$ cat src/design/nnim_pkg.sv
// ----------------------------------------------------------------------------
// nnim_pkg
// Shared types and register indexes for the nearest-neighbor index map.
// ----------------------------------------------------------------------------
package nnim_pkg;

  localparam int CFG_IDX_BITS = 2;

  typedef logic [CFG_IDX_BITS-1:0] cfg_idx_t;

  localparam cfg_idx_t REG_IN_WIDTH   = 2'd0;
  localparam cfg_idx_t REG_IN_HEIGHT  = 2'd1;
  localparam cfg_idx_t REG_OUT_WIDTH  = 2'd2;
  localparam cfg_idx_t REG_OUT_HEIGHT = 2'd3;

endpackage

$ cat src/design/nnim_cfg.sv
// ----------------------------------------------------------------------------
// nnim_cfg
// Size registers. Each written value is stored already limited to the
// range 1 to 2^DIM_BITS, so the datapath never sees a zero or oversized plane.
// ----------------------------------------------------------------------------
module nnim_cfg #(
  parameter int DIM_BITS = 13
) (
  input  logic                 clk,
  input  logic                 rst,
  input  logic                 cfg_we,
  input  nnim_pkg::cfg_idx_t   cfg_addr,
  input  logic [DIM_BITS:0]    cfg_data,
  output logic [DIM_BITS:0]    in_width,
  output logic [DIM_BITS:0]    in_height,
  output logic [DIM_BITS:0]    out_width,
  output logic [DIM_BITS:0]    out_height
);

  import nnim_pkg::*;

  localparam logic [DIM_BITS:0] SIZE_ONE = (DIM_BITS+1)'(1);
  localparam logic [DIM_BITS:0] SIZE_MAX = SIZE_ONE << DIM_BITS;

  logic [DIM_BITS:0] size_eff;

  always_comb begin
    if (cfg_data == '0) begin
      size_eff = SIZE_ONE;
    end else if (cfg_data > SIZE_MAX) begin
      size_eff = SIZE_MAX;
    end else begin
      size_eff = cfg_data;
    end
  end

  always_ff @(posedge clk) begin
    if (rst) begin
      in_width   <= SIZE_ONE;
      in_height  <= SIZE_ONE;
      out_width  <= SIZE_ONE;
      out_height <= SIZE_ONE;
    end else if (cfg_we) begin
      unique case (cfg_addr)
        REG_IN_WIDTH:   in_width   <= size_eff;
        REG_IN_HEIGHT:  in_height  <= size_eff;
        REG_OUT_WIDTH:  out_width  <= size_eff;
        REG_OUT_HEIGHT: out_height <= size_eff;
      endcase
    end
  end

endmodule

$ cat src/design/nnim_lane.sv
// ----------------------------------------------------------------------------
// nnim_lane
// One coordinate axis: clamp, scale by the source size, then a restoring
// divider by the output size that resolves one quotient bit per stage.
// ----------------------------------------------------------------------------
module nnim_lane #(
  parameter int DIM_BITS = 13
) (
  input  logic                  clk,
  input  logic [DIM_BITS-1:0]   pos,
  input  logic [DIM_BITS:0]     src_size,
  input  logic [DIM_BITS:0]     dst_size,
  output logic [DIM_BITS-1:0]   coord
);

  import nnim_pkg::*;

  localparam int W = DIM_BITS;

  logic [W-1:0]   pos_clamp;
  logic [2*W-1:0] prod;
  logic [W:0]     rem  [1:W];
  logic [W-1:0]   lq   [1:W];

  always_ff @(posedge clk) begin
    if ({1'b0, pos} >= dst_size) begin
      pos_clamp <= W'(dst_size - (W+1)'(1));
    end else begin
      pos_clamp <= pos;
    end
  end

  always_ff @(posedge clk) begin
    prod <= (2*W)'(pos_clamp * src_size);
  end

  for (genvar k = 0; k < W; k++) begin : g_div
    logic [W:0]   rem_in;
    logic [W-1:0] lq_in;
    logic [W+1:0] trial;
    logic [W+1:0] diff;
    logic         ge;

    if (k == 0) begin : g_first
      assign rem_in = {1'b0, prod[2*W-1:W]};
      assign lq_in  = prod[W-1:0];
    end else begin : g_next
      assign rem_in = rem[k];
      assign lq_in  = lq[k];
    end

    assign trial = {rem_in, lq_in[W-1]};
    assign ge    = trial >= {1'b0, dst_size};
    assign diff  = trial - {1'b0, dst_size};

    always_ff @(posedge clk) begin
      rem[k+1] <= ge ? diff[W:0] : trial[W:0];
      lq[k+1]  <= {lq_in[W-2:0], ge};
    end
  end

  assign coord = lq[W];

endmodule

$ cat src/design/nearest_neighbor_index_map_core.sv
// ----------------------------------------------------------------------------
// nearest_neighbor_index_map_core
// Maps an output pixel position to the source pixel that fills it under
// nearest-neighbor scaling: src = floor(pos * in_size / out_size).
//
//   Channel   Ports                               Handshake
//   command   start, busy, out_row, out_col       start high, busy low
//   result    done, src_row, src_col              done high for one cycle
//   config    cfg_we, cfg_addr, cfg_data          cfg_we high, no wait
//
// A word is accepted in every cycle that busy is low, and its result
// passes through the stages in order: one stage clamps, one multiplies,
// and the divider resolves one quotient bit in each of DIM_BITS stages.
// Busy is high only during reset, which clears the valid bits and sets
// all sizes to 1. The receiver cannot stall, so the pipeline never holds.
// ----------------------------------------------------------------------------
module nearest_neighbor_index_map_core #(
  parameter int DIM_BITS = 13
) (
  input  logic                 clk,
  input  logic                 rst,
  input  logic                 start,
  output logic                 busy,
  input  logic [DIM_BITS-1:0]  out_row,
  input  logic [DIM_BITS-1:0]  out_col,
  output logic                 done,
  output logic [DIM_BITS-1:0]  src_row,
  output logic [DIM_BITS-1:0]  src_col,
  input  logic                 cfg_we,
  input  nnim_pkg::cfg_idx_t   cfg_addr,
  input  logic [DIM_BITS:0]    cfg_data
);

  import nnim_pkg::*;

  localparam int LAT = DIM_BITS + 2;

  logic [DIM_BITS:0] in_width;
  logic [DIM_BITS:0] in_height;
  logic [DIM_BITS:0] out_width;
  logic [DIM_BITS:0] out_height;
  logic [LAT-1:0]    vld;

  assign busy = rst;

  nnim_cfg #(.DIM_BITS(DIM_BITS)) u_cfg (
    .clk        (clk),
    .rst        (rst),
    .cfg_we     (cfg_we),
    .cfg_addr   (cfg_addr),
    .cfg_data   (cfg_data),
    .in_width   (in_width),
    .in_height  (in_height),
    .out_width  (out_width),
    .out_height (out_height)
  );

  nnim_lane #(.DIM_BITS(DIM_BITS)) u_row (
    .clk      (clk),
    .pos      (out_row),
    .src_size (in_height),
    .dst_size (out_height),
    .coord    (src_row)
  );

  nnim_lane #(.DIM_BITS(DIM_BITS)) u_col (
    .clk      (clk),
    .pos      (out_col),
    .src_size (in_width),
    .dst_size (out_width),
    .coord    (src_col)
  );

  always_ff @(posedge clk) begin
    if (rst) begin
      vld <= '0;
    end else begin
      vld <= {vld[LAT-2:0], start & ~busy};
    end
  end

  assign done = vld[LAT-1];

endmodule

$ cat config.mk
export PLATFORM = sky130hd
export DESIGN_NAME = nearest_neighbor_index_map_core
export DESIGN_NICKNAME = d
export VERILOG_FILES = /design/src/design/nnim_pkg.sv /design/src/design/nnim_cfg.sv /design/src/design/nnim_lane.sv /design/src/design/nearest_neighbor_index_map_core.sv
export SDC_FILE = /design/constraint.sdc
export NUM_CORES = 2
export LEC_CHECK = 0
export BUFFER_PORTS_ARGS = -buffer_cell sky130_fd_sc_hd__buf_2
export CAP_MARGIN = 30
export CORE_ASPECT_RATIO = 1.5
export CORE_UTILIZATION = 45
export DETAILED_ROUTE_END_ITERATION = 10
export HOLD_SLACK_MARGIN = 0.1
export PLACE_DENSITY = 0.68
export SLEW_MARGIN = 30
export SYNTH_ARGS = -nofsm -noshare
export SYNTH_HDL_FRONTEND = slang
export SYNTH_HIERARCHICAL = 1
export SYNTH_SLANG_ARGS = --single-unit
$ cat constraint.sdc
create_clock -name clk -period 12.8 [get_ports clk]
set_input_delay 2.56 -clock clk [delete_from_list [all_inputs] [get_ports clk]]
set_output_delay 2.56 -clock clk [all_outputs]
set_load 0.02 [all_outputs]
; Word level (Yosys, flattened, before mapping)
; Memories as Yosys holds them, arrays and structs flattened.
; Index checks and enable logic that the tools add are counted.
[totals]
elab_cells = 113
mem_count = 4
ramBits = 702
register_bits = 149
output_inout_bits = 28
input_bits = 46
[memory_table]
columns = name, depth, word_bits, read_ports, rd_clocked_by_memory_dff, wr, line_no
row1 = u_col.rem, 13, 14, 12, 0, 13, nnim_lane.sv:22  ; logic [W:0] rem [1:W];
row2 = u_row.rem, 13, 14, 12, 0, 13, nnim_lane.sv:22
row3 = u_col.lq, 13, 13, 13, 0, 13, nnim_lane.sv:23  ; logic [W-1:0] lq [1:W];
row4 = u_row.lq, 13, 13, 13, 0, 13, nnim_lane.sv:23
[classes]
bitwise_logic = 2
n_mux = 30
addsub = 28
n_reduce_logical = 6
multipliers = 2
eq_ne = 3
order_cmp = 29
[op_table]
columns = cell, n
row1 = 14-bit 2-to-1 mux, 28
row2 = 14-bit subtractor, 26
row3 = 15-bit by 14-bit greater-or-equal comparator with 1-bit output, 24
row4 = 13-bit by 14-bit multiplier with 26-bit output, 2
row5 = 13-bit by 14-bit greater-or-equal comparator with 1-bit output, 2
row6 = 14-bit greater-or-equal comparator, 2
row7 = 13-bit 2-to-1 mux, 2
row8 = 13-bit by 1-bit subtractor with 13-bit output (second input constant), 2
row9 = 14-bit > comparator (second input constant), 1
row10 = 14-bit zero test, 1
row11 = 2-bit AND reduction, 4
row12 = 2-bit equality test (second input constant), 2
row13 = 2-bit by 1-bit equality test with 1-bit output (second input constant), 1
row14 = 2-bit zero test, 1
row15 = 1-bit AND, 1
row16 = 1-bit inverter, 1

; Logic depth before layout (Yosys ltp)
[depth]
word_depth = 3
mapped_depth = 22
mapped_depth_nobuf = 20

; Cells and area by module
; Netlist, hierarchy kept.
[by_module_without_submodules]
columns = module, cells_each, instances, area_per_inst_um2, seq_area_each_um2
row1 = nnim_lane at u_col, 2457, 1, 23826.6, 7527.2
row2 = nnim_lane at u_row, 2479, 1, 23765.3, 7527.2
row3 = nnim_cfg, 262, 1, 2080.7, 1121.1
row4 = nearest_neighbor_index_map_core, 32, 1, 440.4, 300.3

; Worst setup path after synthesis
; No wires, ideal clock.
[synth_path]
path_type = input-to-output
startpoint = input rst
endpoint = output busy
stages = 1
setup_slack_ns = 7.546
n_path_buf = 1
arrival_ns = 2.694
t_required_ns = 10.240
path_cell_list = buf_4
[synth_lines]
columns = element, line_no
row1 = start: declaration, nearest_neighbor_index_map_core.sv:21  ; input logic rst,
row2 = end: declaration, nearest_neighbor_index_map_core.sv:23  ; output logic busy,
; No word-level cell between the ends.

; Final worst setup path
[layout_path]
startpoint = register u_col.pos_clamp[3]
endpoint = register u_col.prod[24]
[layout_via]
elab_chain_cells = 1
[layout_rtl]
columns = element, line_no
row1 = start: declaration, nnim_lane.sv:20  ; logic [W-1:0] pos_clamp;
row2 = start signal: assignment, nnim_lane.sv:27  ; pos_clamp <= W'(dst_size - (W+1)'(1));
row3 = start signal: assignment, nnim_lane.sv:29  ; pos_clamp <= pos;
row4 = 13-bit by 14-bit multiplier with 26-bit output, nnim_lane.sv:34  ; prod <= (2*W)'(pos_clamp * src_size);
row5 = end signal: assignment, nnim_lane.sv:34
row6 = end: declaration, nnim_lane.sv:21  ; logic [2*W-1:0] prod;
; No other way between the ends.
; A chain may end at the register's enable or synchronous reset.

==> results.py <==
metrics = {
    "setup_path": {
        "path_delay_family": "adder cells",
        "r2r_end": "u_col/prod[24]",
        "crit_chain": "and2_1, fa_1, inv_1, fa_1, inv_1, ha_1, ha_1, inv_1, fa_1, inv_1, fa_1, a21o_1, a211oi_1, o21ai_0, a311oi_1, or2_2, o211ai_1, a31oi_1, xnor2_1",
        "worstPathArrival_ns": 6.44,
        "cpPeakStageDelay_ns": 0.62,
        "cp_num_cells": 19,
        "r2r_setup_slack_ns": 6.97,
        "critPathSlowestCell": "a311oi_1",
        "ff2ff_path_depth": 19,
        "cp_data_required_time_ns": 13.41,
        "cp-start-kind": "flop",
        "crit_buf_inv": 4,
        "reg2reg_from": "u_col/pos_clamp[3]",
        "endpoint_kind": "flop",
        "critPathMaxFanout": 14,
        "path_class": "reg2reg",
    },
    "flow_run": {
        "maxCapViolCount": 0,
    },
    "pwr": {
        "p_sw_share_pct": 37.2,
        "p_sw_w": 0.00488,
        "ir_drop_v": 0.000119,
        "p_leak_nw": 24.4,
        "intPower_w": 0.00826,
        "combPwrFrac_pct": 49.0,
        "p_total_w": 0.0131,
        "seqPwrFrac_pct": 30.6,
        "p_per_area_mw_per_mm2": 238,
        "clockPowerShare_pct": 20.5,
    },
    "route": {
        "first_iter_violations": 1758,
        "vias": 36400,
        "drt-pass1-iter-count": 8,
        "drt_wl_total_um": 114000,
        "ant_nets": 0,
        "drc": 7,
        "via_per_inst": 5.34,
        "post_drt_wl_per_cell_um": 16.7,
    },
    "floorplanning": {
        "die_y_um": 411,
        "die_w_um": 274,
        "placementRows": 149,
        "dieArea_mm2": 0.113,
        "start_util_pct": 45.5,
        "num_io_pins": 74,
        "core_area_mm2": 0.110,
    },
    "timing": {
        "setup_tns_ns": 0,
        "setup_viol": 0,
        "period_needed_ns": 5.83,
        "fin_worst_skew_ns": 0.0245,
        "tightest_slew_ns": 0.923,
        "rsz0062_at_grt": "false",
        "slew_violations": 0,
        "slew-limit-headroom_pct": 38.5,
        "max_freq_mhz": 171,
        "finalHoldViolCount": 0,
        "post-route-period-util_pct": 45.6,
    },
    "grt": {
        "grt_pass1_vias": 37300,
        "grt_max_degree": 72,
        "overflow": 0,
        "grt.total_usage_pct": 20.4,
        "met2_usage_pct": 36.9,
        "antenna_found_initial": 1,
        "busiest_layer": "met2",
        "use_met3_pct": 2.99,
        "use_met1_pct": 22.9,
        "grt_pass1_wl_um": 186000,
    },
    "status": {
        "outcome": "finished with violations",
        "violations": "DRC",
    },
    "layout": {
        "synthToLayoutAreaGrowth_pct": 9.96,
        "num-nets-final": 6169,
        "fill_cells": 9971,
        "final_area_mm2": 0.0551,
        "multi_input_area_mm2": 0.0310,
        "fin_util_pct": 50.0,
        "diodes": 0,
        "seq_area_mm2": 0.0165,
        "drive_gt1_share_pct": 9.87,
    },
    "logic_synthesis": {
        "yosys_warnings": 6,
        "synth_area_mm2": 0.0501,
        "synthArstFlopShare_pct": 0,
        "synth_top_area_cell": "dfxtp_1",
        "ys.flop_type": "dfxtp_1",
        "yosysMostFrequentCell": "dfxtp_1",
        "synthTopCellsByArea": "dfxtp_1 (33%), ha_1 (13%), fa_1 (11%)",
        "ys_seq_elements": 823,
        "synthCells": 5230,
        "synth_fp_nets": 6092,
        "synth_cell_types": 95,
        "ys_top_cells_by_count": "dfxtp_1 (823), inv_1 (549), ha_1 (530)",
        "seq_area_frac_synth_pct": 32.9,
        "synth-edff-count": 0,
        "yosysTopAreaCellShare_pct": 32.9,
        "avgSynthCellArea_um2": 9.58,
    },
    "placement": {
        "place_congestion": 0.896,
        "port_buffers": 73,
        "dpl.hpwl_um": 84400,
        "postPlaceCellArea_mm2": 0.0520,
    },
    "cts": {
        "clkTransAtPathRegs_ns": 0.07,
        "ctsResizeCount": 0,
        "cts_buffer_depth": 3,
        "cts_tree": "done",
        "cts_setup_buffers": 0,
        "cts_sinks": 823,
        "cts-htree-levels": 3,
        "cts-root-buf": "clkbuf_16",
        "cts_hold_buf": 0,
        "cts_made_buffers": 84,
        "worstSkewPairLatency_ns": 0.69,
    },
    "hold_path": {
        "hold_path.class": "reg2reg",
        "min_from": "u_col/lq[0][13]",
        "min_to": "u_col/lq[0][27]",
        "hold_depth": 0,
    },
}
-- stage by stage --
stage	std cells	hold slack [ns]	setup slack [ns]
floorplan	5230	0.310	7.55
global placement	6654	0.309	7.11
detailed placement	6655	0.312	7.08
CTS	6812	0.294	7.00
global route	6812	0.303	6.67
finish	6812	0.305	6.97
-- how the worst max path moves through the flow --
stage	to	start	slack, ns
2_1_floorplan	busy	rst	7.55
3_3_place_gp	u_col/prod[24]	u_col/pos_clamp[3]	7.11
3_5_place_dp	u_col/prod[24]	u_col/pos_clamp[3]	7.08
4_1_cts	u_col/prod[24]	u_col/pos_clamp[3]	7.00
5_1_grt	u_col/prod[24]	u_col/pos_clamp[3]	6.67
6_report	u_col/prod[24]	u_col/pos_clamp[3]	6.97
-- logic make-up after synthesis --
family	count (synthesis)	synth area share (%)
AOI/OAI and AO/OA	1029	13.2
xor gates and xnor gates	282	4.93
adders and majority gates	816	24.7
buffers and inverters	668	5.18
DFF	823	32.9
muxes	283	6.28
and+or+nand+nor	1329	12.9
-- placed cells by master (no fill, tap or decap), types with 28 or more instances in the layout --
cell type    n
a211oi_1    28
a21o_1     120
a21oi_1    327
and2_1     179
buf_2       73
buf_4       37
clkbuf_16   85
dfxtp_1    823
fa_1       286
ha_1       530
inv_1      549
mux2_2     213
mux2i_1     51
nand2_1    490
nand2b_1    46
nand3_1     62
nand4_1     43
nor2_1     242
nor2b_1     93
nor3_1      54
o21a_1      74
o21ai_0    228
xnor2_1    210
xor2_1      72
-- final cells by class --
class                   count  share of cell area (%)
clock buffers             107                    4.28
well taps                1434                    3.26
inverters                 549                    3.74
flip-flops and latches    823                    29.9
clock inverters            50                    1.32
repair buffers            110                    1.17
multi-input cells        3739                    56.3
-- flip-flops by register name, summed over array words and instances, names as in the netlist, 15 cells and up --
register	count
u_row/prod	26
u_row/lq	169
u_col/rem	168
u_row/rem	168
u_col/prod	26
vld	15
u_col/lq	169
-- power groups by stage --
| stage | Clock (W) | Sequential, W | Combinational [W] |
|---|---|---|---|
| final | 0.00269 | 0.00401 | 0.00643 |
| after global routing | 0.00287 | 0.00410 | 0.00721 |
| after CTS | 0.00278 | 0.00402 | 0.00642 |
| after detailed placement | 0 | 0.00406 | 0.00635 |
| after global placement | 0 | 0.00405 | 0.00622 |
| after floorplan | 0 | 0.00390 | 0.00524 |
-- metal layers --
layer	vias to the layer above	part of all wire, %
li1	17900	-
met1	17400	41
met2	756	50
met3	288	3.9
met4	0	5.1
met5	-	0
Power figures use the tool's default switching activity.
